===== src/rtl/sfl_pkg.sv =====
// shared types, constants and helpers for the per-source syn flood limiter
// no dependencies
package sfl_pkg;

  localparam int unsigned TABLE_ENTRIES_DEF = 256;

  localparam logic [15:0] ETHERTYPE_IPV4  = 16'h0800;
  localparam logic [7:0]  PROTO_TCP       = 8'd6;
  localparam logic [15:0] MIN_TCP_FRAME   = 16'd54;
  localparam logic [31:0] THRESHOLD_RESET = 32'd100;
  localparam logic [31:0] COUNT_MAX       = 32'hFFFF_FFFF;
  localparam logic [31:0] COUNT_FIRST     = 32'd1;

  typedef enum logic [2:0] {
    ST_IDLE,
    ST_SCAN,
    ST_UPD,
    ST_OUT
  } state_t;

  typedef enum logic [1:0] {
    RES_NONE,
    RES_HIT,
    RES_NEW,
    RES_FULL
  } res_kind_t;

  typedef struct packed {
    logic [31:0] source;
    logic [31:0] count;
  } entry_t;

  typedef struct packed {
    logic      capture;
    logic      scan_step;
    logic      latch_hit;
    logic      wr_update;
    logic      insert;
    logic      set_kind;
    res_kind_t kind;
    logic      load_out;
  } ctl_cmd_t;

  typedef struct packed {
    logic qual;
    logic hit;
    logic scan_done;
    logic full;
    logic out_free;
  } ctl_sts_t;

  function automatic logic [31:0] sat_inc(input logic [31:0] v);
    sat_inc = (v == COUNT_MAX) ? v : v + 32'd1;
  endfunction

endpackage


===== src/rtl/sfl_ctl.sv =====
// controller state machine: sequences capture, scan, update and result hand-off
// depends on sfl_pkg
module sfl_ctl (
  input  logic              clk,
  input  logic              rst_n,
  input  logic              in_valid,
  output logic              in_ready,
  input  sfl_pkg::ctl_sts_t sts,
  output sfl_pkg::ctl_cmd_t cmd
);

  sfl_pkg::state_t state_r;
  sfl_pkg::state_t state_nxt;

  always_ff @(posedge clk) begin
    if (!rst_n) begin
      state_r <= sfl_pkg::ST_IDLE;
    end else begin
      state_r <= state_nxt;
    end
  end

  always_comb begin
    state_nxt = state_r;
    cmd       = '0;
    cmd.kind  = sfl_pkg::RES_NONE;
    in_ready  = 1'b0;
    unique case (state_r)
      sfl_pkg::ST_IDLE: begin
        in_ready = 1'b1;
        if (in_valid) begin
          cmd.capture = 1'b1;
          state_nxt   = sfl_pkg::ST_SCAN;
        end
      end
      sfl_pkg::ST_SCAN: begin
        priority if (!sts.qual) begin
          cmd.set_kind = 1'b1;
          cmd.kind     = sfl_pkg::RES_NONE;
          state_nxt    = sfl_pkg::ST_OUT;
        end else if (sts.hit) begin
          cmd.latch_hit = 1'b1;
          state_nxt     = sfl_pkg::ST_UPD;
        end else if (sts.scan_done) begin
          cmd.set_kind = 1'b1;
          if (sts.full) begin
            cmd.kind = sfl_pkg::RES_FULL;
          end else begin
            cmd.kind   = sfl_pkg::RES_NEW;
            cmd.insert = 1'b1;
          end
          state_nxt = sfl_pkg::ST_OUT;
        end else begin
          cmd.scan_step = 1'b1;
        end
      end
      sfl_pkg::ST_UPD: begin
        cmd.wr_update = 1'b1;
        cmd.set_kind  = 1'b1;
        cmd.kind      = sfl_pkg::RES_HIT;
        state_nxt     = sfl_pkg::ST_OUT;
      end
      sfl_pkg::ST_OUT: begin
        if (sts.out_free) begin
          cmd.load_out = 1'b1;
          state_nxt    = sfl_pkg::ST_IDLE;
        end
      end
      default: begin
        state_nxt = sfl_pkg::ST_IDLE;
      end
    endcase
  end

  a_ready_idle: assert property (@(posedge clk) disable iff (!rst_n)
    (in_valid && in_ready) |=> state_r == sfl_pkg::ST_SCAN)
    else $error("accepted beat did not start a scan");

  a_load_free: assert property (@(posedge clk) disable iff (!rst_n)
    cmd.load_out |-> sts.out_free)
    else $error("result loaded over a waiting beat");

  a_one_write: assert property (@(posedge clk) disable iff (!rst_n)
    !(cmd.insert && cmd.wr_update))
    else $error("two table writes in one cycle");

endmodule


===== config.mk =====
export PLATFORM = sky130hd
export DESIGN_NAME = sfl_ctl
export DESIGN_NICKNAME = d
export VERILOG_FILES = /design/src/rtl/sfl_pkg.sv /design/src/rtl/sfl_ctl.sv
export SDC_FILE = /design/constraint.sdc
export NUM_CORES = 1
export LEC_CHECK = 0
export BUFFER_PORTS_ARGS = -buffer_cell sky130_fd_sc_hd__buf_4
export CORE_AREA = 3 3 40 42
export CTS_CLUSTER_DIAMETER = 200
export DETAILED_ROUTE_END_ITERATION = 7
export DIE_AREA = 0 0 43 45
export MAX_ROUTING_LAYER = met4
export SYNTH_ARGS = -nofsm -noshare
export SYNTH_HDL_FRONTEND = slang
export SYNTH_SLANG_ARGS = --single-unit
export TNS_END_PERCENT = 20

===== constraint.sdc =====
create_clock -name clk -period 1.3 [get_ports clk]
set_input_delay 0.065 -clock clk [delete_from_list [all_inputs] [get_ports clk]]
set_output_delay 0.065 -clock clk [all_outputs]
set_load 0.01 [all_outputs]

### After elaboration in Yosys (flattened, before gate mapping)

Cells that the tools add are included.

* register bits: 3
* bits in latches: 0
* bits in writable memories: 0
* ROM bits: 0
* output and inout port bits: 10
* word-level logic and storage cells: 34
* memories kept: 0

* add/sub/neg operators: 0
* $mul: 0
* divide/modulo/power cells: 0
* magnitude comparators: 0
* equality and inequality tests: 6
* shift operators: 0
* multiplexer cells: 25
* bitwise logic cells: 0
* reduce and logical (&&, ||, !) cells: 2

Operators by type and width (count)
* two-way mux 3 bit: 6
* two-way mux 1 bit: 13
* one-hot mux 3 bit (4 select lines): 1
* two-way mux 4 bit: 2
* equality test 3 x 2 -> 1 bit, second input constant: 2
* one-hot mux 3 bit (2 select lines): 1
* two-way mux 2 bit: 2
* inequality test 2 bit, second input constant: 2
* inequality test 4 bit, second input constant: 1
* equality test 3 x 1 -> 1 bit, second input constant: 1
* zero test 3 bit: 1
* AND reduction 3 bit: 1

### Logic depth before layout (Yosys ltp)

Gate-level depths: netlist of the first run.

* word-level depth: 5
* mapped depth: 5
* gate-level depth less buffers: 5

### Worst setup path after synthesis of the first run

Ideal clock, no wire load.

* path type: register to register
* from: register state_r[0]
* to: register state_r[0]
* arrival time: 1311 ps
* setup slack: -125 ps
* cell stages (with the launch flop): 6
* buffers on the path: 0
* clock period less this slack: 1425 ps
* path through: dfxtp_1 > inv_1 > ha_1 > or2_0 > o2111a_1 > o21a_1

* word-level cells in the longest chain between the ends: 3

RTL lines
* start, declared: RTL line sfl_ctl.sv:12 `sfl_pkg::state_t state_r;`
* start signal, assigned: RTL line sfl_ctl.sv:17 `state_r <= sfl_pkg::ST_IDLE;`
* start signal, assigned: RTL line sfl_ctl.sv:19 `state_r <= state_nxt;`
* equality test 3 x 1 -> 1 bit (tied with other cells): RTL line sfl_ctl.sv:28 `unique case (state_r)`
* inequality test 4 bit (no source line) or inequality test 2 bit (tied branches)
* AND reduction 3 bit (no source line)

Several ways; a longest one is shown, not always the timed one.
A chain may end at the register's enable or synchronous reset.

==> metrics.yaml, run 1 <==
outcome:
  status: "finished with violations"
  violations: "negative setup slack"
route:
  ant_nets: 0
  dr.pass1.iters: 3
  num_vias: 339
  via_per_inst: 4.77
  wl_per_cell_um: 10.9
  drc: 0
  drt_iter0_markers: 2
  routed_wirelength_um: 775
timing:
  fin_crit_ns: 1.31
  max_slew_margin: 0.823
  slew_violations: 0
  fmax_mhz: 762
  finalSetupViolCount: 1
  layout_setup_ws_ns: -0.0128
  finClkSkew_ns: 0.000740
  worstMarginPinSlew_ns: 0.265
  finalHoldViolations: 0
  rsz0062_at_grt: "true"
  fin_crit_sh: 1.01
logic_synthesis:
  synth-compound-area-share: 0.264
  synthAdderAreaFrac: 0.216
  netlist_instances: 34
  synth.area.mux_share: 0
  synthDistinctLibCells: 21
  synth_xor_area_frac: 0
  syn_area_um2: 289
  syn_area_per_cell_um2: 8.50
  syn_nets: 47
  yosysSeqAreaShare: 0.139
  yosys.area_share.simple: 0.329
  ys_seq_elements: 2
  ys.warnings.count: 0
  synth_top_family_by_area: "simple AND/OR/NAND/NOR gates"
grt:
  grt_start_max_net_pins: 8
  gr-total-overflow: 0
  grt_pass1_wl_um: 1190
  grt_usage: 0.0830
  grt_pass1_vias: 313
  antenna_found_initial: 0
placement:
  place_area_um2: 485
  port-buffer-count: 17
  gp_congestion: 0.789
  dpl.hpwl_um: 591
critical_path:
  cpMaxStageDelayCell: "dfxtp_4"
  cp_slowest_stage_delay_ns: 0.38
  crit_family: "flip-flops"
  start_kind: "flop"
  crit_type: "flop to output port"
  crit_path_max_fanout: 4
  worstPathRequired_ns: 1.24
  cp-end-kind: "output port"
  crit_arrival_ns: 1.25
  crit_chain: "inv_4 > ha_4 > buf_6 > a41oi_2 > nor2b_1 > buf_4"
  cp_num_buf_inv: 3
clock_network:
  numCtsBuffers: 3
  clock-root-buffer: "clkbuf_4"
  cts_setup_buffers: 0
  clock_latency_ns: 0.22
  numClockSinks: 2
  cts_tree: "built"
  clk_pin_slew_ns: 0.03
  htree_levels: 1
  clock_path_buffers: 2
pwr:
  power_density_nw_per_um2: 1880
  power.leakage_nw: 0.236
  ir_drop_mv: 0.995
finish:
  top_register: "state_r"
  drive_above_1_share: 0.607
  layout_commonest_cell: "buf_4"
  fin_area_um2: 564
  largest_reg_flops: 2
  most-common-layout-cells: "17 x buf_4, 3 x o21a_1, 3 x ha_4, 3 x clkbuf_4"
  final_nets: 71
  reg_top3: "state_r: 2 flops"
  area.growth.synth_to_final_pct: 95.2
  fin_util: 0.439
  fill_cells: 132
  diodes: 0
  regArea_um2: 47.5
  multi_input_area_um2: 303
floorplanning:
  start_util: 0.225
  die_w_um: 43
  die_y_um: 45
  core_um2: 1280
  ioPinCount: 18
  die_area_um2: 1940
  std_cell_rows: 13
worst_hold_path:
  hp-class: "input port to flop"
run:
  maxCapViolations: 0
==> routing by layer <==
layer | up-vias | part of all wire | global-route usage
met5 | - | 0 | -
met4 | 0 | 0 | 0.0181
met3 | 0 | 0.089 | 0.0478
met2 | 11 | 0.49 | 0.135
met1 | 156 | 0.42 | 0.0885
li1 | 172 | - | -
==> cell usage after synthesis, drive strengths merged <==
cell type  instances  area share
o2111a             1       0.039
a31o               1       0.030
a41oi              1       0.030
a31oi              1       0.022
and2               2       0.043
a21boi             2       0.065
nor3b              1       0.026
and4               1       0.030
and3               1       0.022
nand4bb            1       0.039
nand2              1       0.013
or2b               2       0.052
dfxtp              2        0.14
nor3               1       0.017
ha                 5        0.22
inv                4       0.052
o21a               3       0.078
nor2b              2       0.043
or2                1       0.022
nand4              1       0.022
==> through the flow <==
stage	setup TNS, ns	power (W)	std cells	worst slack [ns]	hold slack [ns]
finish	-0.0128	0.00106	71	-0.0128	0.0622
global route	-0.278	0.00116	71	-0.0719	0.0649
CTS	-0.0289	0.00105	71	-0.0289	0.0593
detailed placement	-0.0267	0.000841	69	-0.0267	0.292
global placement	-0.0230	0.000845	69	-0.0230	0.279
floorplan	0	0.000576	34	0.00215	0.179
==> where the power goes <==
group | leakage, nW | switching (W) | total [W] | internal [W]
combinational | 0.204 | 0.000323 | 0.000752 | 0.000429
clock | 0.0138 | 0.0000316 | 0.000133 | 0.000102
sequential | 0.0178 | 0.0000649 | 0.000176 | 0.000111
==> worst register-to-register path: cells and delay by family (launching register included) <==
| family | cells | cell delay, ns |
|---|---|---|
| buf+inv | 1 | 0.06 |
| simple gates | 1 | 0.21 |
| flops | 1 | 0.38 |
| compound gates | 2 | 0.39 |
| fa+ha+maj | 1 | 0.15 |
==> worst paths after layout <==
path	depth (start not counted)	from	to	slack [ns]
worst min-delay path	2	rst_n	state_r[0]	0.06
worst min register to register	3	state_r[1]	state_r[1]	0.64
worst max register to register	5	state_r[0]	state_r[0]	0.01
worst max-delay path	6	state_r[0]	cmd[1]	-0.01
==> timing repair <==
| action | CTS | global route |
|---|---|---|
| setup endpoints to repair | 6 | 7 |
| resized for setup | 10 | 3 |
| hold buffers | 0 | 0 |
| pin swaps | 3 | 4 |
==> logic make-up (layout without fill, tap and decap cells) <==
kind of cell,count (synthesis),in the layout
AND/OR/NAND/NOR,14,14
flip-flops,2,2
adder cells (fa/ha/maj),5,5
AO/OA/AOI/OAI,9,9
buffers and inverters,4,26
==> cell type report <==
class,instances,share of cell area
flip-flops and latches,2,0.0843
clock buffers,3,0.0399
repair buffers,19,0.266
inverters,4,0.0399
multi-input cells,28,0.537
well taps,15,0.0333
No activity file was read; power rests on OpenSTA's default activity.
==> run 2: changes to the inputs <==
==> constraint.sdc (replaced) <==
create_clock -name clk -period 1.6 [get_ports clk]
set_input_delay 0.08 -clock clk [delete_from_list [all_inputs] [get_ports clk]]
set_output_delay 0.08 -clock clk [all_outputs]
set_load 0.01 [all_outputs]
==> metrics.yaml, run 2 (same netlist as run 1, synthesis figures left out) <==
outcome:
  status: "completed"
critical_path:
  cp-end-kind: "flop"
  start_kind: "flop"
  worstPathRequired_ns: 1.71  # +0.47 ns
  cp_num_buf_inv: 1  # -2
  crit_arrival_ns: 1.57  # +0.32 ns
  crit_family: "compound AO/OA/AOI/OAI gates"
  cpMaxStageDelayCell: "dfxtp_1"
  reg2regPathDepth: 5  # unchanged
  crit_chain: "inv_1 > ha_1 > or2_0 > o2111a_1 > o21a_1"
  rrSetupSlack_ns: 0.15  # +0.14 ns
  rr_endpoint: "state_r[0]"
  crit_path_max_fanout: 4  # unchanged
  r2r-start: "state_r[0]"
  crit_type: "flop to flop"
  cp_slowest_stage_delay_ns: 0.37  # about the same
clock_network:
  htree_levels: 1  # unchanged
  clock-root-buffer: "clkbuf_4"
  numCtsBuffers: 3  # unchanged
  cts_hold_buf: 0  # unchanged
  ctsResizeCount: 0  # -10
  cts_setup_buffers: 0  # unchanged
  clock_latency_ns: 0.22  # about the same
  clk_pin_slew_ns: 0.03  # about the same
  clock_path_buffers: 2  # unchanged
  numClockSinks: 2  # unchanged
  cts_tree: "built"
finish:
  diodes: 0  # unchanged
  layout_commonest_cell: "buf_4"
  fill_cells: 154  # +17%
  drive_above_1_share: 0.389  # -0.218
  reg_top3: "state_r: 2 flops"
  regArea_um2: 40.0  # -16%
  area.growth.synth_to_final_pct: 58.4
  instances_no_fill: 69  # -2.8%
  fin_util: 0.356  # -0.0828
  multi_input_area_um2: 234  # -23%
  top_register: "state_r"
  final_nets: 69  # -2.8%
  most-common-layout-cells: "17 x buf_4, 5 x ha_1, 4 x inv_1"
  largest_reg_flops: 2  # unchanged
timing:
  finalSetupTns_ns: 0  # +0.0128 ns
  slew_violations: 0  # unchanged
  fin_crit_ns: 1.45
  finalHoldViolations: 0  # unchanged
  finClkSkew_ns: 0.000346  # -0.000394 ns
  fmax_mhz: 688
  max_slew_margin: 0.851  # +0.0280
  worstMarginPinSlew_ns: 0.223  # -0.0419 ns
  finalSetupViolCount: 0  # -1
  rsz0062_at_grt: "false"
  fin_crit_sh: 0.908
  hold_ws_ns: 0.0705  # +0.00830 ns
floorplanning:
  die_w_um: 43  # unchanged
  start_util: 0.225  # unchanged
  ioPinCount: 18  # unchanged
  std_cell_rows: 13  # unchanged
  core_um2: 1280  # unchanged
  die_y_um: 45  # unchanged
  die_area_um2: 1940  # unchanged
worst_hold_path:
  holdPathEnd: "state_r[0]"
  hp-class: "input port to flop"
  min_path_cells: 2  # unchanged
  hp-start: "rst_n"
grt:
  gr-total-overflow: 0  # unchanged
  grt_pass1_wl_um: 1200  # +1.2%
  grt_pass1_vias: 311  # -0.64%
  grt_usage: 0.0865  # +0.00350
  grt_start_max_net_pins: 8  # unchanged
  antenna_found_initial: 0  # unchanged
placement:
  port-buffer-count: 17  # unchanged
  dp_cells: 66  # -4.3%
  gp_congestion: 0.735  # -6.8%
route:
  via_per_inst: 4.54  # -5.0%
  drt_iter0_markers: 2  # unchanged
  num_vias: 313  # -7.7%
  ant_nets: 0  # unchanged
  routed_wirelength_um: 762  # -1.7%
  wl_per_cell_um: 11.0  # +1.2%
  drc: 0  # unchanged
  dr.pass1.iters: 2  # -1
pwr:
  power.leakage_nw: 0.216  # -8.5%
  power_density_nw_per_um2: 1460  # -22%
  finalPower_w: 0.000668  # -37%
  internal_power_w: 0.000396  # -38%
  clockPowerShare: 0.166  # +0.041
  switching_share: 0.407  # +0.0119
  p_comb_frac: 0.688  # -0.021
  seqPwrFrac: 0.146  # -0.020
  p_switching_w: 0.000272  # -35%
  ir_drop_mv: 0.452  # -55%
run:
  maxCapViolations: 0  # unchanged
==> run 2: layout make-up <==
cell class | count | area share
Clock buffer | 3 | 0.0492
Tap cell | 15 | 0.0410
Sequential cell | 2 | 0.0874
Multi-Input combinational cell | 28 | 0.511
Timing Repair Buffer | 17 | 0.279
Inverter | 4 | 0.0328
==> run 2: power groups by stage <==
| stage | registers, W | clock network (W) | logic, W |
|---|---|---|---|
| finish | 0.0000978 | 0.000111 | 0.000459 |
| global route | 0.000102 | 0.000117 | 0.000515 |
| CTS | 0.0000993 | 0.000118 | 0.000476 |
| detailed placement | 0.000100 | 0 | 0.000476 |
| global placement | 0.0000987 | 0 | 0.000459 |
| floorplan | 0.0000933 | 0 | 0.000302 |
==> run 2: worst max path at each step <==
| stage | start | to | slack, ns | cells past startpoint |
|---|---|---|---|---|
| detailed placement | state_r[0] | state_r[0] | 0.13 | 5 |
| floorplan | state_r[0] | state_r[0] | 0.17 | 5 |
| finish | state_r[0] | state_r[0] | 0.15 | 5 |
| global route | state_r[0] | state_r[0] | 0.06 | 5 |
| CTS | state_r[0] | cmd[2] | 0.13 | 4 |
| global placement | state_r[0] | state_r[0] | 0.17 | 5 |
==> run 2: per-stage QoR <==
| step | setup WS [ns] | cell area (um^2) |
|---|---|---|
| 2_1_floorplan | 0.175 | 289 |
| 3_3_place_gp | 0.172 | 435 |
| 3_5_place_dp | 0.132 | 435 |
| 4_1_cts | 0.128 | 458 |
| 5_1_grt | 0.0636 | 458 |
| 6_report | 0.146 | 458 |
==> run 2: per-layer routing <==
| layer | GRT usage | routed length, um |
|---|---|---|
| met2 | 0.144 | 380 |
| met1 | 0.0887 | 311 |
| met4 | 0.0723 | 0 |
| met3 | 0.0159 | 71 |
| met5 | - | 0 |
==> run 3: changes to the inputs <==
==> constraint.sdc (replaced) <==
create_clock -name clk -period 1.25 [get_ports clk]
set_input_delay 0.0625 -clock clk [delete_from_list [all_inputs] [get_ports clk]]
set_output_delay 0.0625 -clock clk [all_outputs]
set_load 0.01 [all_outputs]
==> metrics.yaml, run 3 (same netlist as run 1, synthesis figures left out) <==
outcome:
  status: "finished with violations"
  violations: "negative setup slack"
worst_hold_path:
  hp-class: "input port to flop"
placement:
  port-buffer-count: 17  # unchanged
  gp_congestion: 0.792  # +7.7%
  dpl.hpwl_um: 609
timing:
  slew_violations: 0  # unchanged
  layout_setup_ws_ns: -0.113  # -0.259 ns
  rsz0062_at_grt: "true"
  finalSetupViolCount: 6  # +6
  max_slew_margin: 0.821  # -0.0296
  finalHoldViolations: 0  # unchanged
  fin_crit_ns: 1.36
  worstMarginPinSlew_ns: 0.267  # +0.0443 ns
  fmax_mhz: 734
  finClkSkew_ns: 0.000635  # +0.000289 ns
  fin_crit_sh: 1.09
critical_path:
  cp-end-kind: "output port"
  crit_path_max_fanout: 3  # -1
  crit_chain: "buf_12 > ha_4 > buf_6 > a41oi_2 > nor2b_1 > buf_4"
  start_kind: "flop"
  crit_arrival_ns: 1.30  # -0.27 ns
  cpMaxStageDelayCell: "dfxtp_4"
  cp_slowest_stage_delay_ns: 0.35  # -0.02 ns
  worstPathRequired_ns: 1.19  # -0.52 ns
  crit_type: "flop to output port"
route:
  num_vias: 335  # +7.0%
  wl_met2_um: 475  # +25%
  via_per_inst: 4.53  # -0.20%
  drc: 0  # unchanged
  ant_nets: 0  # unchanged
  drt_iter0_markers: 1  # -1
  drt-met1-wl_um: 318  # +2.3%
  dr.pass1.iters: 3  # +1
  top_layer: "met3"
  wl_per_cell_um: 11.5  # +3.9%
  wl_met3_um: 55  # -23%
  routed_wirelength_um: 849  # +11%
clock_network:
  cts_tree: "built"
  htree_levels: 1  # unchanged
  numCtsBuffers: 3  # unchanged
  clk_pin_slew_ns: 0.03  # about the same
  clock_latency_ns: 0.22  # about the same
  numClockSinks: 2  # unchanged
  clock-root-buffer: "clkbuf_4"
  clock_path_buffers: 2  # unchanged
grt:
  grt_pass1_vias: 347  # +12%
  grt_usage: 0.106  # +0.0197
  gr-total-overflow: 0  # unchanged
  grt_pass1_wl_um: 1420  # +18%
  grt_start_max_net_pins: 8  # unchanged
  antenna_found_initial: 0  # unchanged
pwr:
  power_density_nw_per_um2: 2090  # +44%
  power.leakage_nw: 0.255  # +18%
  ir_drop_mv: 1.33  # +200%
  finalPower_w: 0.00125  # +87%
finish:
  fin_util: 0.465  # +0.109
  fill_cells: 118  # -23%
  multi_input_area_um2: 294  # +26%
  area.growth.synth_to_final_pct: 107
  drive_above_1_share: 0.644  # +0.255
  layout_commonest_cell: "buf_4"
  reg_top3: "state_r: 2 flops"
  largest_reg_flops: 2  # unchanged
  most-common-layout-cells: "17 x buf_4, 4 x buf_6, 3 x o21a_1, 3 x ha_4, 3 x clkbuf_4"
  top_register: "state_r"
  final_nets: 74  # +7.2%
  diodes: 0  # unchanged
  regArea_um2: 47.5  # +19%
run:
  maxCapViolations: 0  # unchanged
floorplanning:
  ioPinCount: 18  # unchanged
  std_cell_rows: 13  # unchanged
  die_area_um2: 1940  # unchanged
  die_w_um: 43  # unchanged
  start_util: 0.225  # unchanged
  die_y_um: 45  # unchanged
  core_um2: 1280  # unchanged
-- run 3: changes by cell type in the layout (fill, tap and decap cells not counted), sizes merged --
cell  before  now
buf       17   22
-- run 3: layer usage --
layer / GRT usage / vias to the layer above
met2: 0.174 / 10
met3: 0.0359 / 0
met1: 0.101 / 151
met4: 0.0904 / 0
li1: - / 174
met5: - / -
-- run 3: final timing paths --
kind                                    to  startpoint  slack (ns)  cells past startpoint
worst max-delay path                cmd[1]  state_r[1]       -0.11                      6
worst min-delay path            state_r[0]       rst_n        0.05                      2
worst max register to register  state_r[1]  state_r[1]       -0.06                      5
worst min register to register  state_r[0]  state_r[0]        0.69                      3
-- run 3: layout make-up --
cell class | count | share of cell area
clock buffer | 3 | 0.0377
inverter | 4 | 0.0377
multi-input combinational | 28 | 0.492
sequential | 2 | 0.0795
tap | 15 | 0.0314
timing repair buffer | 22 | 0.322
-- run 3: worst max-delay path: cells and delay by family (launching register included) --
kind / cells / cell delay [ns]
AOI/OAI and AO/OA: 1 / 0.14
DFF: 1 / 0.35
adders and majority gates: 1 / 0.15
and+or+nand+nor: 1 / 0.06
buffers and inverters: 3 / 0.37
-- run 3: per-stage QoR --
step	hold WS (ns)	std cells	TNS, ns	instance area [um^2]	setup WS [ns]
4_1_cts	0.0414	74	-0.368	591	-0.113
2_1_floorplan	0.174	34	-0.0266	317	-0.0266
3_3_place_gp	0.274	70	-0.0615	493	-0.0435
6_report	0.0507	74	-0.337	598	-0.113
5_1_grt	0.0603	74	-0.808	598	-0.157
3_5_place_dp	0.278	70	-0.0518	493	-0.0476
-- run 3: timing repair --
| action | 4_1_cts | 5_1_grt |
|---|---|---|
| setup endpoints to repair | 9 | 10 |
| hold buffers | 0 | 0 |
| resized for setup | 14 | 2 |
| buffers inserted | 2 | 0 |
| pin swaps | 3 | 1 |
-- run 3: power breakdown --
group / switching (W) / internal, W / total [W] / leakage (nW)
sequential: 0.0000661 / 0.000115 / 0.000181 / 0.0178
clock: 0.0000352 / 0.000106 / 0.000141 / 0.0138
combinational: 0.000366 / 0.000564 / 0.000930 / 0.223
total: 0.000467 / 0.000785 / 0.00125 / 0.255
